[src/gvam_pkg.sv]
// ----------------------------------------------------------------------------
// gvam_pkg: shared types and constants of the graphics memory access mapper
// Payload structs, queue entry, operation codes and register indexes.
// ----------------------------------------------------------------------------
`default_nettype none

package gvam_pkg;

  localparam int ADDR_W  = 21;
  localparam int MEM_AW  = 19;
  localparam int MEM_DEPTH = 1 << MEM_AW;
  localparam int LINE_W  = 10;
  localparam int XLINE_W = 9;
  localparam int PADDR_W = 5;
  localparam int PDATA_W = 32;
  localparam int SCROLL_W = 10;
  localparam int MODE_W  = 4;

  localparam logic [LINE_W-1:0] NO_LINE = 10'd1023;

  // Register indexes on the configuration port (byte address is 4 * index).
  localparam logic [2:0] REG_MODE    = 3'd0;
  localparam logic [2:0] REG_SCROLL0 = 3'd1;
  localparam logic [2:0] REG_SCROLL1 = 3'd2;
  localparam logic [2:0] REG_SCROLL2 = 3'd3;
  localparam logic [2:0] REG_SCROLL3 = 3'd4;

  typedef struct packed {
    logic              cmd;
    logic [ADDR_W-1:0] bus_address;
    logic [7:0]        write_byte;
  } in_t;

  typedef struct packed {
    logic [7:0]         read_byte;
    logic               dirty_valid;
    logic [LINE_W-1:0]  dirty_line;
    logic               extra_dirty_valid;
    logic [XLINE_W-1:0] extra_dirty_line;
  } out_t;

  // What the back end does with one item.
  typedef enum logic [2:0] {
    OP_RD_ZERO,
    OP_RD_BYTE,
    OP_RD_HI,
    OP_RD_LO,
    OP_WR_NONE,
    OP_WR_BYTE,
    OP_WR_HI,
    OP_WR_LO
  } op_e;

  typedef enum logic [2:0] {
    CT_WIDE16,
    CT_PAGE16,
    CT_256A,
    CT_256B,
    CT_64K
  } ctype_e;

  typedef struct packed {
    op_e                op;
    logic [MEM_AW-1:0]  idx;
    logic [7:0]         wdata;
    logic [LINE_W-1:0]  dirty_line;
    logic               extra_valid;
    logic [XLINE_W-1:0] extra_line;
  } entry_t;

  typedef struct packed {
    logic full;
    logic empty;
  } q_status_t;

  typedef struct packed {
    logic clearing;
  } bk_status_t;

endpackage

`default_nettype wire

[src/gvam_queue.sv]
// ----------------------------------------------------------------------------
// gvam_queue: two-entry queue between classifier and memory engine
// Plain flip-flop FIFO; either side may stall without holding the other.
// ----------------------------------------------------------------------------
`default_nettype none

module gvam_queue (
  input  wire logic              clk,
  input  wire logic              rst_n,
  input  wire logic              push,
  input  wire gvam_pkg::entry_t  push_entry,
  input  wire logic              pop,
  output gvam_pkg::entry_t       head,
  output gvam_pkg::q_status_t    stat
);

  gvam_pkg::entry_t ent_r [2];
  logic             wr_ptr_r, rd_ptr_r;
  logic [1:0]       count_r;

  always_ff @(posedge clk) begin
    if (push) begin
      ent_r[wr_ptr_r] <= push_entry;
    end
  end

  always_ff @(posedge clk) begin
    if (!rst_n) begin
      wr_ptr_r <= 1'b0;
      rd_ptr_r <= 1'b0;
      count_r  <= '0;
    end else begin
      if (push) wr_ptr_r <= ~wr_ptr_r;
      if (pop)  rd_ptr_r <= ~rd_ptr_r;
      case ({push, pop})
        2'b10:   count_r <= count_r + 2'd1;
        2'b01:   count_r <= count_r - 2'd1;
        default: count_r <= count_r;
      endcase
    end
  end

  assign head       = ent_r[rd_ptr_r];
  assign stat.full  = count_r == 2'd2;
  assign stat.empty = count_r == 2'd0;

endmodule

`default_nettype wire

[config.mk]
export PLATFORM = sky130hd
export DESIGN_NAME = gvam_queue
export DESIGN_NICKNAME = d
export VERILOG_FILES = /design/src/gvam_pkg.sv /design/src/gvam_queue.sv
export SDC_FILE = /design/constraint.sdc
export NUM_CORES = 1
export LEC_CHECK = 0
export BUFFER_PORTS_ARGS = -buffer_cell sky130_fd_sc_hd__buf_4
export CAP_MARGIN = 20
export CORE_MARGIN = 2
export CORE_UTILIZATION = 40
export DETAILED_ROUTE_END_ITERATION = 12
export GPL_ROUTABILITY_DRIVEN = 0
export SYNTH_ARGS = -nofsm -noshare
export SYNTH_HDL_FRONTEND = slang
export SYNTH_SLANG_ARGS = --single-unit
[constraint.sdc]
create_clock -name clk -period 6.9 [get_ports clk]
set_input_delay 0.345 -clock clk [delete_from_list [all_inputs] [get_ports clk]]
set_output_delay 0.345 -clock clk [all_outputs]
set_load 0.01 [all_outputs]
==> run_results.csv <==
group,metric,value,unit
status,status,"completed",
setup_path,startpoint_type,"register",
setup_path,crit_chain,"buf_4, mux2_2, buf_4",
setup_path,cpPeakStageDelay,0.68,ns
timing,fin_worst_skew,0.01087,ns
global_route,grt_pass1_vias,1987,
timing,final.setup.tns,0,ns
timing,setup_ws,4.491,ns
synthesis,synth_area_leaders,"edfxtp_1, mux2_2, dfxtp_1",
cells_and_area,syn_to_final_growth,29.97,%
setup_path,crit_type,"reg -> out",
clock_tree,clockBufferDepth,2,
floorplanning,fp.dieW,101.6,um
floorplanning,dieArea,10320,um^2
drt,ant_nets,0,
synthesis,synth_cell_types,17,
setup_path,worstPathMaxFanout,30,
timing,finalMaxSlewViolations,0,
synthesis,yosys_register_bits,105,
synthesis,yosys.area.top_type_share,0.7879,
power_and_ir_drop,total_power,1.274,mW
min_path,hold_path_class,"in -> reg",
min_path,min_from,"push_entry[37]",
setup_path,cp-end-kind,"output port",
drt,wl_met3,367,um
global_route,grt_start_max_net_pins,31,
timing,hold_ws,0.1703,ns
setup_path,rr_startpoint,"wr_ptr_r",
drt,dr.pass1.iters,4,
clock_tree,cts_tree,"built",
job,timing.max_cap.violations,0,
floorplanning,start_util,0.4125,
clock_tree,post_cts_resized,0,
setup_path,cp_top_family,"flip-flops",
drt,met1_length,2807,um
timing,worst_slew_pin_slew,0.6507,ns
setup_path,worstReg2RegEnd,"ent_r[1][30]",
placed_design,portBuffers,105,
clock_tree,clkSlewWorstSetupHoldPaths,0.10,ns
placed_design,place_ws,4.813,ns
cells_and_area,stdcell_count,425,
floorplanning,rows,35,
drt,top_layer_used,"met4",
drt,wl_per_cell,15.19,um
global_route,grtUsageTotal,0.1268,
power_and_ir_drop,power_leakage,1.827,nW
drt,routed_wl,6456,um
timing,max_clock_freq,0.4151,GHz
setup_path,worst_ep_arrival_time,2.06,ns
floorplanning,core,9240,um^2
setup_path,cpMostUsedCell,"buf_4",
drt,drtIter0Drc,42,
drt,vias_per_cell,4.588,
setup_path,rr_worst_depth,2,
clock_tree,cts_root_buffer,"clkbuf_8",
drt,vias,1950,
placed_design,hpwl,4144,um
timing,final-setup-viol-count,0,
timing,fin_crit_sh,0.3491,
setup_path,r2r_slack,5.14,ns
synthesis,ys_warn_count,0,
clock_tree,cts_setup_buffers,0,
min_path,min_to,"ent_r[1][37]",
floorplanning,ioPinCount,106,
setup_path,worstPathRequired,6.55,ns
timing,hold_viol_final,0,
cells_and_area,nFillCells,808,
clock_tree,cts_max_level,3,
synthesis,synthCells,178,
global_route,grt_first_pass_wirelength,9729,um
cells_and_area,mostFrequentLayoutCells,"buf_4, edfxtp_1, mux2_2, clkbuf_8, dfxtp_1",
min_path,hold_depth,1,
synthesis,synth_area_per_cell,21.41,um^2
global_route,antenna_found_initial,0,
drt,dr_wl_met2,3168,um
cells_and_area,layout-drive-gt1-share,0.5912,
synthesis,yosysSeqAreaShare,0.8142,
floorplanning,die_h,101.6,um
synthesis,syn_nets,233,
clock_tree,cts_made_buffers,9,
synthesis,syn_area,3811,um^2
global_route,grt_overflow,0,
power_and_ir_drop,power_density,257.3,nW/um^2
clock_tree,clk_latency,0.35,ns
placed_design,dp.cells,409,
cells_and_area,nets,346,
cells_and_area,antenna_cells,0,
cells_and_area,final_common_cell,"buf_4",
drt,drc_errors,0,
timing,min_period,2.409,ns
clock_tree,numClockSinks,105,
timing,rsz0062_at_grt,"false",
setup_path,cpMaxStageDelayCell,"dfxtp_2",
synthesis,synth_top_area_cell,"edfxtp_1",
setup_path,cp_num_buf_inv,2,
clock_tree,holdBufCountCts,0,
power_and_ir_drop,peakVddDrop,0.1228,mV
timing,slew_headroom,0.5652,
worst register-to-register path, delay by kind of cell, from the launching register on:
kind          cells  cell delay (ns)
buf+inv           1             0.47
simple gates      1             0.55
flops             1             0.39
metal layers:
layer	vias to the layer above	global-route usage
met4	0	0.05925
met2	62	0.1979
met5	-	0
met1	964	0.1629
met3	10	0.03865
li1	914	-
final cells by class:
class / instances / area (um^2) / area share
multi-input combinational: 66 / 684.4 / 0.1382
tap: 129 / 161.4 / 0.03258
timing repair buffer: 108 / 810.8 / 0.1637
sequential: 105 / 3104 / 0.6267
clock buffer: 12 / 135.1 / 0.02728
inverter: 1 / 3.754 / 0.0007578
clock inverter: 4 / 53.80 / 0.01086
power by group:
part           leakage (nW)  switching [mW]  internal [mW]
clock                0.0868           0.195          0.169
sequential            0.980          0.0128          0.734
combinational         0.760          0.0699         0.0934
total                  1.83           0.277          0.997
cell usage after synthesis, drive strengths merged:
cell and instances:
edfxtp 100, mux2 50, buf 5, dfxtp 5, and2 4, nor2 2, xnor2 2, a21boi 1
and2b 1, clkbuf 1, ha 1, inv 1, nor2b 1, o21a 1, o21ai 1, or3 1
xor2 1
registers in the layout, summed over array words and instances (netlist names), named ones only:
| signal | flops |
|---|---|
| wr_ptr_r | 1 |
| rd_ptr_r | 1 |
| ent_r | 100 |
| count_r | 2 |
worst max path at each step:
| stage | cells after the start | endpoint | slack (ns) |
|---|---|---|---|
| final | 3 | head[26] | 4.49 |
| after global routing | 3 | head[26] | 4.32 |
| after CTS | 3 | head[26] | 4.41 |
| after detailed placement | 3 | head[26] | 4.81 |
| after global placement | 3 | head[23] | 4.83 |
| after floorplan | 2 | ent_r[0][0] | 3.91 |
kinds of logic after synthesis:
logic type	Yosys count	synth area share
compound gates	3	0.005253
buf+inv	7	0.008533
mux	50	0.1477
fa+ha+maj	1	0.003282
xor+xnor	3	0.006896
flops	105	0.8142
simple gates	9	0.01412
through the flow:
| stage | utilization | area (um^2) |
|---|---|---|
| floorplan | - | 3811 |
| global placement | 0.5156 | 4765 |
| detailed placement | 0.5156 | 4765 |
| CTS | 0.5361 | 4954 |
| global route | 0.5361 | 4954 |
| finish | 0.5361 | 4954 |
Note: power is estimated with default switching activity, not from simulation.
