### config.mk
export PLATFORM = sky130hd
export DESIGN_NAME = gvam_front
export DESIGN_NICKNAME = d
export VERILOG_FILES = /design/src/gvam_pkg.sv /design/src/gvam_front.sv
export SDC_FILE = /design/constraint.sdc
export NUM_CORES = 1
export LEC_CHECK = 0
export BUFFER_PORTS_ARGS = -buffer_cell sky130_fd_sc_hd__buf_2
export CORE_MARGIN = 8
export CORE_UTILIZATION = 53
export CTS_CLUSTER_SIZE = 30
export DETAILED_ROUTE_END_ITERATION = 6
export PLACE_DENSITY = 0.82
export SYNTH_ARGS = -nofsm -noshare
export SYNTH_HDL_FRONTEND = slang
export SYNTH_SLANG_ARGS = --single-unit
export TNS_END_PERCENT = 20
### constraint.sdc
create_clock -name clk -period 5.6 [get_ports clk]
set_clock_uncertainty 0.2 [all_clocks]
set_input_delay 1.12 -clock clk [delete_from_list [all_inputs] [get_ports clk]]
set_output_delay 1.12 -clock clk [all_outputs]
set_load 0.01 [all_outputs]
### src/gvam_pkg.sv
// ----------------------------------------------------------------------------
// gvam_pkg: shared types and constants of the graphics memory access mapper
// Payload structs, queue entry, operation codes and register indexes.
// ----------------------------------------------------------------------------
`default_nettype none

package gvam_pkg;

  localparam int ADDR_W  = 21;
  localparam int MEM_AW  = 19;
  localparam int MEM_DEPTH = 1 << MEM_AW;
  localparam int LINE_W  = 10;
  localparam int XLINE_W = 9;
  localparam int PADDR_W = 5;
  localparam int PDATA_W = 32;
  localparam int SCROLL_W = 10;
  localparam int MODE_W  = 4;

  localparam logic [LINE_W-1:0] NO_LINE = 10'd1023;

  // Register indexes on the configuration port (byte address is 4 * index).
  localparam logic [2:0] REG_MODE    = 3'd0;
  localparam logic [2:0] REG_SCROLL0 = 3'd1;
  localparam logic [2:0] REG_SCROLL1 = 3'd2;
  localparam logic [2:0] REG_SCROLL2 = 3'd3;
  localparam logic [2:0] REG_SCROLL3 = 3'd4;

  typedef struct packed {
    logic              cmd;
    logic [ADDR_W-1:0] bus_address;
    logic [7:0]        write_byte;
  } in_t;

  typedef struct packed {
    logic [7:0]         read_byte;
    logic               dirty_valid;
    logic [LINE_W-1:0]  dirty_line;
    logic               extra_dirty_valid;
    logic [XLINE_W-1:0] extra_dirty_line;
  } out_t;

  // What the back end does with one item.
  typedef enum logic [2:0] {
    OP_RD_ZERO,
    OP_RD_BYTE,
    OP_RD_HI,
    OP_RD_LO,
    OP_WR_NONE,
    OP_WR_BYTE,
    OP_WR_HI,
    OP_WR_LO
  } op_e;

  typedef enum logic [2:0] {
    CT_WIDE16,
    CT_PAGE16,
    CT_256A,
    CT_256B,
    CT_64K
  } ctype_e;

  typedef struct packed {
    op_e                op;
    logic [MEM_AW-1:0]  idx;
    logic [7:0]         wdata;
    logic [LINE_W-1:0]  dirty_line;
    logic               extra_valid;
    logic [XLINE_W-1:0] extra_line;
  } entry_t;

  typedef struct packed {
    logic full;
    logic empty;
  } q_status_t;

  typedef struct packed {
    logic clearing;
  } bk_status_t;

endpackage

`default_nettype wire

### src/gvam_front.sv
// ----------------------------------------------------------------------------
// gvam_front: register file and access classifier
// Holds the mode and scroll registers and turns each bus access into a
// queue entry with memory index, operation and dirty line numbers.
// ----------------------------------------------------------------------------
`default_nettype none

module gvam_front (
  input  wire logic                          clk,
  input  wire logic                          rst_n,
  input  wire logic                          psel,
  input  wire logic                          penable,
  input  wire logic                          pwrite,
  input  wire logic [gvam_pkg::PADDR_W-1:0]  paddr,
  input  wire logic [gvam_pkg::PDATA_W-1:0]  pwdata,
  output logic      [gvam_pkg::PDATA_W-1:0]  prdata,
  input  wire logic                          in_valid,
  output logic                               in_stall,
  input  wire gvam_pkg::in_t                 in_data,
  input  wire gvam_pkg::q_status_t           q_stat,
  input  wire gvam_pkg::bk_status_t          bk_stat,
  output logic                               q_push,
  output gvam_pkg::entry_t                   q_entry
);

  logic [gvam_pkg::MODE_W-1:0]   mode_r;
  logic [gvam_pkg::SCROLL_W-1:0] scroll0_r, scroll1_r, scroll2_r, scroll3_r;
  logic                          cfg_wr;
  logic [2:0]                    reg_idx;
  gvam_pkg::ctype_e              ctype;
  logic [gvam_pkg::ADDR_W-1:0]   a;
  logic [gvam_pkg::SCROLL_W-1:0] s_pg16;
  logic [gvam_pkg::SCROLL_W-1:0] s_even;
  logic [gvam_pkg::SCROLL_W-1:0] s_odd;

  assign cfg_wr  = psel && penable && pwrite;
  assign reg_idx = paddr[4:2];

  always_ff @(posedge clk) begin
    if (!rst_n) begin
      mode_r    <= '0;
      scroll0_r <= '0;
      scroll1_r <= '0;
      scroll2_r <= '0;
      scroll3_r <= '0;
    end else if (cfg_wr) begin
      case (reg_idx)
        gvam_pkg::REG_MODE:    mode_r    <= pwdata[gvam_pkg::MODE_W-1:0];
        gvam_pkg::REG_SCROLL0: scroll0_r <= pwdata[gvam_pkg::SCROLL_W-1:0];
        gvam_pkg::REG_SCROLL1: scroll1_r <= pwdata[gvam_pkg::SCROLL_W-1:0];
        gvam_pkg::REG_SCROLL2: scroll2_r <= pwdata[gvam_pkg::SCROLL_W-1:0];
        gvam_pkg::REG_SCROLL3: scroll3_r <= pwdata[gvam_pkg::SCROLL_W-1:0];
        default: ;
      endcase
    end
  end

  always_comb begin
    prdata = '0;
    case (reg_idx)
      gvam_pkg::REG_MODE:    prdata = {28'b0, mode_r};
      gvam_pkg::REG_SCROLL0: prdata = {22'b0, scroll0_r};
      gvam_pkg::REG_SCROLL1: prdata = {22'b0, scroll1_r};
      gvam_pkg::REG_SCROLL2: prdata = {22'b0, scroll2_r};
      gvam_pkg::REG_SCROLL3: prdata = {22'b0, scroll3_r};
      default:               prdata = '0;
    endcase
  end

  // Colour type: bit 3 wins, then bit 2, then the two low bits.
  always_comb begin
    ctype = gvam_pkg::CT_PAGE16;
    if (mode_r[3]) begin
      ctype = gvam_pkg::CT_64K;
    end else if (mode_r[2]) begin
      ctype = gvam_pkg::CT_WIDE16;
    end else begin
      case (mode_r[1:0])
        2'd0:    ctype = gvam_pkg::CT_PAGE16;
        2'd1:    ctype = gvam_pkg::CT_256A;
        2'd2:    ctype = gvam_pkg::CT_256B;
        default: ctype = gvam_pkg::CT_64K;
      endcase
    end
  end

  assign in_stall = q_stat.full || bk_stat.clearing;
  assign q_push   = in_valid && !in_stall;
  assign a        = in_data.bus_address;

  // Scroll selection for the page that an address falls into.
  always_comb begin
    case (a[20:19])
      2'd0:    s_pg16 = scroll0_r;
      2'd1:    s_pg16 = scroll1_r;
      2'd2:    s_pg16 = scroll2_r;
      default: s_pg16 = scroll3_r;
    endcase
  end
  assign s_even = a[19] ? scroll2_r : scroll0_r;
  assign s_odd  = a[19] ? scroll3_r : scroll1_r;

  always_comb begin
    q_entry             = '0;
    q_entry.wdata       = in_data.write_byte;
    q_entry.op          = in_data.cmd ? gvam_pkg::OP_WR_NONE : gvam_pkg::OP_RD_ZERO;
    q_entry.dirty_line  = in_data.cmd ? gvam_pkg::NO_LINE : '0;
    q_entry.extra_valid = 1'b0;
    q_entry.extra_line  = '0;
    q_entry.idx         = a[18:0];
    case (ctype)
      gvam_pkg::CT_WIDE16: begin
        q_entry.idx = {a[19:11], a[9:0]} ^ {18'b0, ~a[20]};
        if (a[0]) begin
          if (in_data.cmd) begin
            q_entry.op         = a[10] ? gvam_pkg::OP_WR_HI : gvam_pkg::OP_WR_LO;
            q_entry.dirty_line = 10'(a[20:11] - scroll0_r);
          end else begin
            q_entry.op = a[10] ? gvam_pkg::OP_RD_HI : gvam_pkg::OP_RD_LO;
          end
        end
      end
      gvam_pkg::CT_PAGE16: begin
        q_entry.idx = a[18:0] ^ {18'b0, ~a[20]};
        if (a[0]) begin
          if (in_data.cmd) begin
            q_entry.op         = a[19] ? gvam_pkg::OP_WR_HI : gvam_pkg::OP_WR_LO;
            q_entry.dirty_line = {1'b0, 9'(a[18:10] - s_pg16[8:0])};
          end else begin
            q_entry.op = a[19] ? gvam_pkg::OP_RD_HI : gvam_pkg::OP_RD_LO;
          end
        end
      end
      gvam_pkg::CT_256A, gvam_pkg::CT_256B: begin
        q_entry.idx = a[18:0] ^ {18'b0, ~a[19]};
        if (a[0] && !a[20]) begin
          if (in_data.cmd) begin
            q_entry.op          = gvam_pkg::OP_WR_BYTE;
            q_entry.extra_valid = 1'b1;
            q_entry.extra_line  = 9'(a[18:10] - s_even[8:0]);
            q_entry.dirty_line  = {1'b0, 9'(a[18:10] - s_odd[8:0])};
          end else begin
            q_entry.op = gvam_pkg::OP_RD_BYTE;
          end
        end
      end
      default: begin
        q_entry.idx = a[18:0] ^ 19'd1;
        if (a[20:19] == 2'd0) begin
          if (in_data.cmd) begin
            q_entry.op         = gvam_pkg::OP_WR_BYTE;
            q_entry.dirty_line = {1'b0, 9'(a[18:10] - scroll0_r[8:0])};
          end else begin
            q_entry.op = gvam_pkg::OP_RD_BYTE;
          end
        end
      end
    endcase
  end

endmodule

`default_nettype wire

==> results.py, run 1 <==
metrics = {
    "worst_hold_path": {
        "worst_hold_path_type": "reg2reg",
    },
    "timing": {
        "period_share": 0.9422,
        "hold_ws_ns": 0.3233,
        "timing_hold_violations_final": 0,
        "worst_slew_pin_slew_ns": 1.197,
        "final_period_minus_worst_setup_slack_ns": 5.277,
        "setup_viol": 0,
        "slew_viol_final": 0,
        "slew_headroom": 0.1983,
        "grt_setup_unrepaired": "false",
        "max_freq_ghz": 0.1895,
        "layout_setup_ws_ns": 0.3235,
        "finalSetupTns_ns": 0,
    },
    "detailed_routing": {
        "first_iter_violations": 382,
        "avgRoutedWirePerCell_um": 18.56,
        "total_via_count_in_the_routed_design": 4790,
        "drt-total-wl_mm": 14.78,
        "drc": 0,
        "drt_via_density": 6.018,
        "drt.antenna.violating_nets": 0,
        "drtPass1Iterations": 4,
    },
    "clock_network": {
        "cts_htree_levels": 2,
        "cts-resized-gates": 0,
        "post_cts.repair.setup_buffers": 0,
        "clockBufferDepth": 2,
        "cts.clk_slew.worst_paths_ns": 0.08,
        "clock_tree.root_cell": "sky130_fd_sc_hd__clkbuf_8",
        "cts_tree": "built",
        "clk_lat_worst_skew_ns": 0.29,
        "cts_hold_repair.buffers": 0,
        "cts_inserted_buffers": 5,
        "cts.sinks": 44,
    },
    "global_routing": {
        "global_routing_usage_summed_across_all_routing_layers": 0.2208,
        "grt_first_pass_wirelength_mm": 23.64,
        "grt_start_max_net_pins": 45,
        "grt_pass1_vias": 4838,
        "antenna_found_initial": 0,
        "grt-ovfl-total": 0,
    },
    "synthesis": {
        "yosysSeqAreaShare": 0.1720,
        "synthesis.instances": 621,
        "synth_largest_type_area_fraction": 0.1720,
        "synth.ff_latch_count": 44,
        "synth.cells.most_frequent": "sky130_fd_sc_hd__mux2i_1 (73), sky130_fd_sc_hd__nor2b_1 (50), sky130_fd_sc_hd__dfxtp_1 (44), sky130_fd_sc_hd__ha_1 (44), sky130_fd_sc_hd__buf_4 (40)",
        "yosys.cell_count.top_type": "sky130_fd_sc_hd__mux2i_1",
        "synth_enable_flop_cells": 0,
        "avgSynthCellArea_um2": 8.249,
        "most_area_hungry_cell_type_in_the_yosys_netlist": "sky130_fd_sc_hd__dfxtp_1",
        "yosys_most_used_dff": "sky130_fd_sc_hd__dfxtp_1",
        "syn_area_um2": 5122,
        "asyncSetResetFlopFracSynth": 0,
        "synth_cell_types": 59,
        "ys_warn_count": 0,
        "synth_top_cells_by_area": "sky130_fd_sc_hd__dfxtp_1 (17%), sky130_fd_sc_hd__mux2i_1 (14%), sky130_fd_sc_hd__ha_1 (11%), sky130_fd_sc_hd__nor2b_1 (6.1%), sky130_fd_sc_hd__buf_4 (5.9%)",
    },
    "setup_path": {
        "crit_path_max_fanout": 18,
        "slowest_stage": "sky130_fd_sc_hd__nor4_1",
        "critPathCaptureType": "primary output",
        "timing.critical_path.from_type": "input pin",
        "path_class": "in2out",
        "cell_by_cell_listing_of_the_critical_path": "buf_2 > buf_4 > mux2i_1 > ha_1 > o21ai_0 > a21oi_1 > o41ai_1 > mux2i_1 > nor4_1 > buf_2",
        "cpPeakStageDelay_ns": 0.42,
        "timing.critical_path.required_ns": 4.28,
        "crit_arrival_ns": 3.96,
    },
    "floorplan": {
        "die_area_um2": 13070,
        "core-area_um2": 9594,
        "num_io_pins": 160,
        "die_width_um": 114.3,
        "die_height_um": 114.3,
        "starting_density": 0.5339,
        "placement_rows": 36,
    },
    "cells_and_area": {
        "multi_input_comb_area_um2": 3772,
        "layout_area_growth_over_synthesis_pct": 7.328,
        "seqCellArea_um2": 880.8,
        "final_net_count": 787,
        "antenna_diode_count": 0,
        "drive_above_1_share": 0.1689,
        "final_cell_count_no_fill": 796,
        "final_core_utilization": 0.5730,
        "fill_cells": 862,
    },
    "placement": {
        "dpl.hpwl_mm": 11.67,
        "post_placement_setup_slack_ns": 0.3711,
        "gpl.final_weighted_congestion": 0.9408,
        "numPortBuffers": 78,
        "cell_count_after_placement": 788,
    },
    "power_and_ir_drop": {
        "power_density_normalized_to_cell_area_nw_per_um2": 148.3,
        "vdd_ir_drop_max_mv": 0.1826,
        "power.static_leakage_nw": 2.266,
    },
    "outcome": {
        "run_status": "complete, no violations",
    },
    "job": {
        "drv_cap": 0,
    },
}
## state kept, by name, indices dropped and copies added, names as in the netlist
signal and cells:
mode_r 4, scroll1_r 10, scroll3_r 10, scroll0_r 10, scroll2_r 10
## cell families (layout without fill, tap and decap cells)
kind of cell | count (synthesis) | in the layout | synth area share
simple gates | 169 | 169 | 0.1781
flops | 44 | 44 | 0.1720
fa+ha+maj | 49 | 49 | 0.1270
buf+inv | 106 | 127 | 0.1089
mux | 84 | 84 | 0.1866
xor+xnor | 25 | 25 | 0.04275
compound gates | 143 | 143 | 0.1839
other cells | 1 | 22 | 0.0007321
## worst paths after layout
kind	from	end	slack, ns	cells past startpoint
setup reg to reg	mode_r[2]	mode_r[2]	4.41	2
hold / removal	scroll3_r[9]	scroll3_r[9]	0.32	2
hold reg to reg	scroll3_r[9]	scroll3_r[9]	0.32	2
setup / recovery	in_data[27]	q_entry[17]	0.32	10
## worst max-delay path, delay by kind of cell
kind / cells / cell delay [ns]
AOI/OAI and AO/OA: 3 / 0.83
adders and majority gates: 1 / 0.30
buffers and inverters: 3 / 0.87
muxes: 2 / 0.41
and+or+nand+nor: 1 / 0.42
## cell usage in the layout, fill, tap and decap left out, drive strengths merged, types with 3 or more instances in the layout
| cell | Yosys | layout |
|---|---|---|
| mux4 | 9 | 9 |
| buf | 50 | 80 |
| a211oi | 7 | 7 |
| o21a | 10 | 10 |
| a21oi | 31 | 31 |
| o21bai | 3 | 3 |
| o221ai | 3 | 3 |
| nand2 | 35 | 35 |
| clkbuf | 17 | 7 |
| mux2i | 73 | 73 |
| ha | 44 | 44 |
| nor2 | 27 | 27 |
| a221oi | 3 | 3 |
| nand2b | 13 | 13 |
| xor2 | 10 | 10 |
| conb | 1 | 22 |
| nor2b | 50 | 50 |
| and2 | 3 | 3 |
| nor4 | 4 | 4 |
| dfxtp | 44 | 44 |
| nand3 | 8 | 8 |
| inv | 39 | 39 |
| o22ai | 10 | 10 |
| fa | 5 | 5 |
| nor3 | 11 | 11 |
| o21ai | 33 | 33 |
| a31oi | 3 | 3 |
| xnor2 | 15 | 15 |
| o41ai | 4 | 4 |
| o31ai | 3 | 3 |
| or3 | 6 | 6 |
| a22oi | 9 | 9 |
| a21o | 4 | 4 |
| o211ai | 9 | 9 |
| and3 | 5 | 5 |
## per-layer routing
metal  vias up  global-route usage  wire length, um
li1       2252                   -                -
met1      2291              0.2651             6093
met2       220              0.3841             7185
met3        27             0.03745             1146
met4         0             0.08341              349
met5         -                   0                0
## final cells by class
cell class                      instances  share of cell area
Multi-Input combinational cell        492              0.6862
Sequential cell                        44              0.1602
Timing Repair Buffer                   80             0.07374
Tap cell                              133             0.03027
Inverter                               39             0.02663
Clock buffer                            7             0.01752
Clock inverter                          1            0.005462
## power by group
part | total (mW) | internal [mW] | switching, mW
clock | 0.262 | 0.157 | 0.104
combinational | 0.235 | 0.0952 | 0.140
sequential | 0.318 | 0.315 | 0.00328
## metrics by stage
| stage | power, mW | area [um^2] |
|---|---|---|
| after CTS | 0.8125 | 5498 |
| after floorplan | 0.5084 | 5201 |
| after global placement | 0.5485 | 5371 |
| final | 0.8151 | 5498 |
| after detailed placement | 0.5561 | 5371 |
| after global routing | 0.8522 | 5498 |
Note: power is estimated with default switching activity, not from simulation.
==> run 2, diff against run 1 <==
Settings changed: CORE_MARGIN 8 to 5, SKIP_CTS_REPAIR_TIMING set to 1.
==> run 2 against run 1 <==
- core utilization grew 1.4 points
- highest routed layer unchanged
- maximum frequency rose by 0.23%
- sequential share of layout area is 0.073 points higher
- worst setup slack better by 0.012 ns
- design area fell by 0.46%
- non-clock buffer count increased by 1
- largest cell class unchanged
- total power decreased by 7.1%
==> results.py, run 2 (synthesized netlist as in run 1, its figures left out) <==
metrics = {
    "cells_and_area": {
        "drive_above_1_share": 0.1702,
        "final_common_cell": "sky130_fd_sc_hd__buf_2",
        "final_net_count": 788,
        "mostFrequentLayoutCells": "sky130_fd_sc_hd__buf_2 (78), sky130_fd_sc_hd__mux2i_1 (73), sky130_fd_sc_hd__nor2b_1 (50)",
        "final_cell_count_no_fill": 793,
        "layout_area_growth_over_synthesis_pct": 6.839,
        "antenna_diode_count": 0,
        "final_core_utilization": 0.5867,
        "fin_area_um2": 5473,
    },
    "power_and_ir_drop": {
        "finalPower_uw": 757.0,
        "seq_power_share": 0.420,
        "vdd_ir_drop_max_mv": 0.2217,
        "p_int_uw": 510.2,
        "power_density_normalized_to_cell_area_nw_per_um2": 138.3,
        "total_switching_power_uw": 246.8,
        "power.static_leakage_nw": 2.252,
        "swShare": 0.3260,
        "share_comb_of_total_power": 0.308,
        "clk_network_pwr_share": 0.272,
    },
    "outcome": {
        "run_status": "complete, no violations",
    },
    "setup_path": {
        "path_class": "in2out",
        "timing.critical_path.from_type": "input pin",
        "critPathCaptureType": "primary output",
        "crit_path_max_fanout": 14,
        "timing.critical_path.required_ns": 4.28,
        "crit_arrival_ns": 3.94,
        "r2r_slack_ns": 4.37,
    },
    "timing": {
        "finalSetupTns_ns": 0,
        "timing_hold_violations_final": 0,
        "grt_setup_unrepaired": "false",
        "setup_viol": 0,
        "layout_setup_ws_ns": 0.3356,
        "slew_viol_final": 0,
        "worst_slew_pin_slew_ns": 1.162,
        "max_freq_ghz": 0.1900,
        "period_share": 0.9401,
        "hold_ws_ns": 0.3319,
        "slew_headroom": 0.2208,
        "final_period_minus_worst_setup_slack_ns": 5.264,
    },
    "global_routing": {
        "grt-ovfl-total": 0,
        "grt_start_max_net_pins": 45,
        "antenna_found_initial": 0,
        "global_routing_usage_summed_across_all_routing_layers": 0.2370,
        "grt_pass1_vias": 4499,
        "grt_first_pass_wirelength_mm": 22.40,
    },
    "placement": {
        "dpl-instance-area_um2": 5374,
        "gpl.final_weighted_congestion": 0.8783,
        "cell_count_after_placement": 785,
        "dpl.hpwl_mm": 11.21,
        "numPortBuffers": 78,
        "post_placement_setup_slack_ns": 0.2834,
    },
    "clock_network": {
        "clockBufferDepth": 2,
        "cts_htree_levels": 2,
        "cts.sinks": 44,
        "clk_lat_worst_skew_ns": 0.29,
        "clock_tree.root_cell": "sky130_fd_sc_hd__clkbuf_8",
        "cts.clk_slew.worst_paths_ns": 0.08,
        "cts_inserted_buffers": 5,
        "cts_tree": "built",
    },
    "detailed_routing": {
        "drt_via_density": 5.943,
        "drc": 0,
        "drt.antenna.violating_nets": 0,
        "avgRoutedWirePerCell_um": 17.70,
        "drt-total-wl_mm": 14.04,
        "first_iter_violations": 233,
        "drtPass1Iterations": 5,
        "total_via_count_in_the_routed_design": 4713,
    },
    "floorplan": {
        "die_area_um2": 11730,
        "num_io_pins": 160,
        "die_height_um": 108.3,
        "placement_rows": 35,
        "die_width_um": 108.3,
        "starting_density": 0.5492,
        "core-area_um2": 9328,
    },
    "worst_hold_path": {
        "worst_hold_path_type": "reg2reg",
    },
    "job": {
        "drv_cap": 0,
    },
}
[run 2: cell type report]
class | instances | area [um^2]
well taps | 129 | 161.4
clock buffers | 7 | 86.33
fillers | 864 | 3855
inverters | 39 | 146.4
clock inverters | 1 | 7.507
flip-flops and latches | 44 | 880.8
multi-input cells | 492 | 3777
repair buffers | 81 | 412.9
[run 2: worst paths after layout]
| path | start | endpoint | depth (start not counted) |
|---|---|---|---|
| hold / removal | scroll1_r[9] | scroll1_r[9] | 2 |
| hold reg to reg | scroll1_r[9] | scroll1_r[9] | 2 |
| setup reg to reg | mode_r[2] | mode_r[2] | 2 |
| setup / recovery | in_data[27] | q_entry[8] | 12 |
[run 2: metal layers]
metal	global-route usage	wire [um]	vias to the layer above
met1	0.3228	6048	2238
met4	0.07755	308	0
met2	0.3925	6531	200
li1	-	-	2249
met3	0.02567	1151	26
met5	0	0	-
[run 2: worst max-delay path: stages]
cell and delay [ns]:
sky130_fd_sc_hd__buf_2 0.30, sky130_fd_sc_hd__mux2_2 0.22, sky130_fd_sc_hd__ha_1 0.17, sky130_fd_sc_hd__inv_1 0.06, sky130_fd_sc_hd__fa_1 0.41, sky130_fd_sc_hd__a21o_1 0.18
sky130_fd_sc_hd__a21oi_1 0.27, sky130_fd_sc_hd__o21bai_1 0.14, sky130_fd_sc_hd__a2111oi_0 0.56, sky130_fd_sc_hd__o21ai_0 0.18, sky130_fd_sc_hd__a21oi_1 0.17, sky130_fd_sc_hd__buf_2 0.16
[run 2: power by group through the flow]
stage	registers [mW]	logic [mW]	clock network (mW)
4_1_cts	0.318	0.230	0.209
3_5_place_dp	0.325	0.229	0
2_1_floorplan	0.324	0.185	0
5_1_grt	0.318	0.258	0.223
3_3_place_gp	0.325	0.222	0
6_report	0.318	0.233	0.206
==> run 3, diff against run 2 <==
==> constraint.sdc (replaced) <==
create_clock -name clk -period 5.6 [get_ports clk]
set_clock_uncertainty 0.2 [all_clocks]
set_input_delay 0.56 -clock clk [delete_from_list [all_inputs] [get_ports clk]]
set_output_delay 0.56 -clock clk [all_outputs]
set_load 0.01 [all_outputs]
==> run 3 against run 2 <==
- critical path depth unchanged
- core utilization shrank 0.28 points
- sequential power about the same
- sequential share of layout area grew 0.078 points
- sequential cell count is the same
- register-to-register slack barely moved
- combinational power hardly changed
- non-clock buffer count is 2 lower
- maximum frequency rose by 19%
- total power is 1.1% lower
- critical path type unchanged
==> results.py, run 3 (synthesized netlist as in run 1, its figures left out) <==
metrics = {
    "timing": {
        "slew_headroom": 0.2004,
        "timing_hold_violations_final": 0,
        "worst_slew_pin_slew_ns": 1.193,
        "finalSetupTns_ns": 0,
        "final_period_minus_worst_setup_slack_ns": 4.430,
        "setup_viol": 0,
        "max_freq_ghz": 0.2257,
        "slew_viol_final": 0,
        "grt_setup_unrepaired": "false",
        "period_share": 0.7910,
    },
    "outcome": {
        "run_status": "complete, no violations",
    },
    "setup_path": {
        "slowest_stage": "sky130_fd_sc_hd__buf_2",
        "cell_by_cell_listing_of_the_critical_path": "buf_2 > mux2_2 > ha_1 > inv_1 > fa_1 > a211oi_1 > o21ai_0 > a21oi_1 > xor2_1 > a222oi_1 > o211a_1 > buf_2",
        "path_class": "in2out",
        "critical_path.most_common_cell": "sky130_fd_sc_hd__buf_2",
        "timing.critical_path.from_type": "input pin",
        "cpPeakStageDelay_ns": 0.58,
        "crit_path_max_fanout": 31,
        "rr_startpoint": "mode_r[2]",
        "crit_arrival_ns": 3.67,
        "depth_of_the_worst_register_to_register_path": 2,
        "critical_path.reg2reg.endpoint": "mode_r[2]",
        "critPathCaptureType": "primary output",
        "timing.critical_path.required_ns": 4.84,
        "r2r_slack_ns": 4.38,
    },
    "global_routing": {
        "antenna_found_initial": 0,
        "grtUsageMet3": 0.02746,
        "grt_start_max_net_pins": 45,
        "global_routing_usage_summed_across_all_routing_layers": 0.2316,
        "grtUsageMet2": 0.3908,
        "grt.met1_usage": 0.3042,
        "grt-ovfl-total": 0,
        "grt_pass1_vias": 4480,
        "grt.busiest_layer": "met2",
        "grt_first_pass_wirelength_mm": 21.83,
    },
    "cells_and_area": {
        "drive_above_1_share": 0.1677,
        "antenna_diode_count": 0,
        "final_cell_count_no_fill": 791,
        "final_net_count": 786,
        "mostFrequentLayoutCells": "sky130_fd_sc_hd__buf_2 (78), sky130_fd_sc_hd__mux2i_1 (73), sky130_fd_sc_hd__nor2b_1 (50)",
        "fin_area_um2": 5446,
        "layout_area_growth_over_synthesis_pct": 6.326,
        "final_common_cell": "sky130_fd_sc_hd__buf_2",
        "fill_cells": 836,
    },
    "detailed_routing": {
        "drt_via_density": 5.898,
        "drt-total-wl_mm": 14.06,
        "first_iter_violations": 308,
        "total_via_count_in_the_routed_design": 4665,
        "drtPass1Iterations": 4,
        "avgRoutedWirePerCell_um": 17.77,
        "drt.antenna.violating_nets": 0,
        "drc": 0,
    },
    "placement": {
        "gpl.final_weighted_congestion": 0.9224,
        "numPortBuffers": 78,
        "dpl.hpwl_mm": 11.07,
        "dpl-instance-area_um2": 5359,
        "cell_count_after_placement": 783,
    },
    "power_and_ir_drop": {
        "total_switching_power_uw": 251.8,
        "seq_power_share": 0.425,
        "vdd_ir_drop_max_mv": 0.2507,
        "power.static_leakage_nw": 2.245,
        "finalPower_uw": 748.8,
        "swShare": 0.3363,
        "power_density_normalized_to_cell_area_nw_per_um2": 137.5,
        "share_comb_of_total_power": 0.311,
        "p_int_uw": 497.0,
        "clk_network_pwr_share": 0.264,
    },
    "worst_hold_path": {
        "worst_hold_path_type": "reg2reg",
        "worst_hold_endpoint": "scroll1_r[9]",
        "worst_hold_path.num_cells": 2,
        "hold_start": "scroll1_r[9]",
    },
    "floorplan": {
        "die_area_um2": 11730,
        "core-area_um2": 9328,
        "starting_density": 0.5492,
        "die_height_um": 108.3,
        "die_width_um": 108.3,
        "placement_rows": 35,
        "num_io_pins": 160,
    },
    "clock_network": {
        "cts_inserted_buffers": 5,
        "cts.sinks": 44,
        "cts.clk_slew.worst_paths_ns": 0.08,
        "cts_tree": "built",
        "clk_lat_worst_skew_ns": 0.30,
        "clock_tree.root_cell": "sky130_fd_sc_hd__clkbuf_8",
        "cts_htree_levels": 2,
        "clockBufferDepth": 2,
    },
    "job": {
        "drv_cap": 0,
    },
}
run 3: worst max-delay path: cells and delay by family:
kind                     cells  cell delay, ns
AO/OA/AOI/OAI                5            1.30
XOR/XNOR                     1            0.11
adder cells (fa/ha/maj)      2            0.59
buffers and inverters        3            0.76
multiplexers                 1            0.30
run 3: routing by layer:
metal	wire length (um)	part of all wire
met1	5960	0.42
met2	6600	0.47
met3	1190	0.085
met4	305	0.022
met5	0	0
run 3: metrics by stage:
stage	util	setup WS [ns]	hold WS (ns)
floorplan	-	1.636	0.2819
global placement	0.5745	1.280	0.2957
detailed placement	0.5745	1.209	0.3100
CTS	0.5839	1.178	0.3332
global route	0.5839	0.9093	0.3674
finish	0.5839	1.170	0.3315
run 3: power groups by stage:
stage               combinational, mW  clock (mW)  sequential (mW)
floorplan                       0.185           0            0.324
global placement                0.221           0            0.325
detailed placement              0.229           0            0.325
CTS                             0.230       0.201            0.318
global route                    0.256       0.210            0.318
finish                          0.233       0.197            0.318
run 3: layout make-up:
cell class                      instances  area (um^2)  share of cell area
Sequential cell                        44        880.8              0.1617
Tap cell                              129        161.4             0.02963
Clock buffer                            5        68.82             0.01263
Inverter                               39        146.4             0.02688
Timing Repair Buffer                   79        397.9             0.07305
Clock inverter                          3        18.77            0.003446
Multi-Input combinational cell        492         3772              0.6926
run 3: worst max path at each step:
stage	startpoint	slack [ns]	cells past startpoint	endpoint
6_report	in_data[27]	1.17	12	q_entry[16]
3_3_place_gp	in_data[27]	1.28	12	q_entry[8]
4_1_cts	in_data[27]	1.18	12	q_entry[8]
3_5_place_dp	in_data[27]	1.21	12	q_entry[18]
2_1_floorplan	in_data[27]	1.64	12	q_entry[8]
5_1_grt	in_data[27]	0.91	12	q_entry[8]
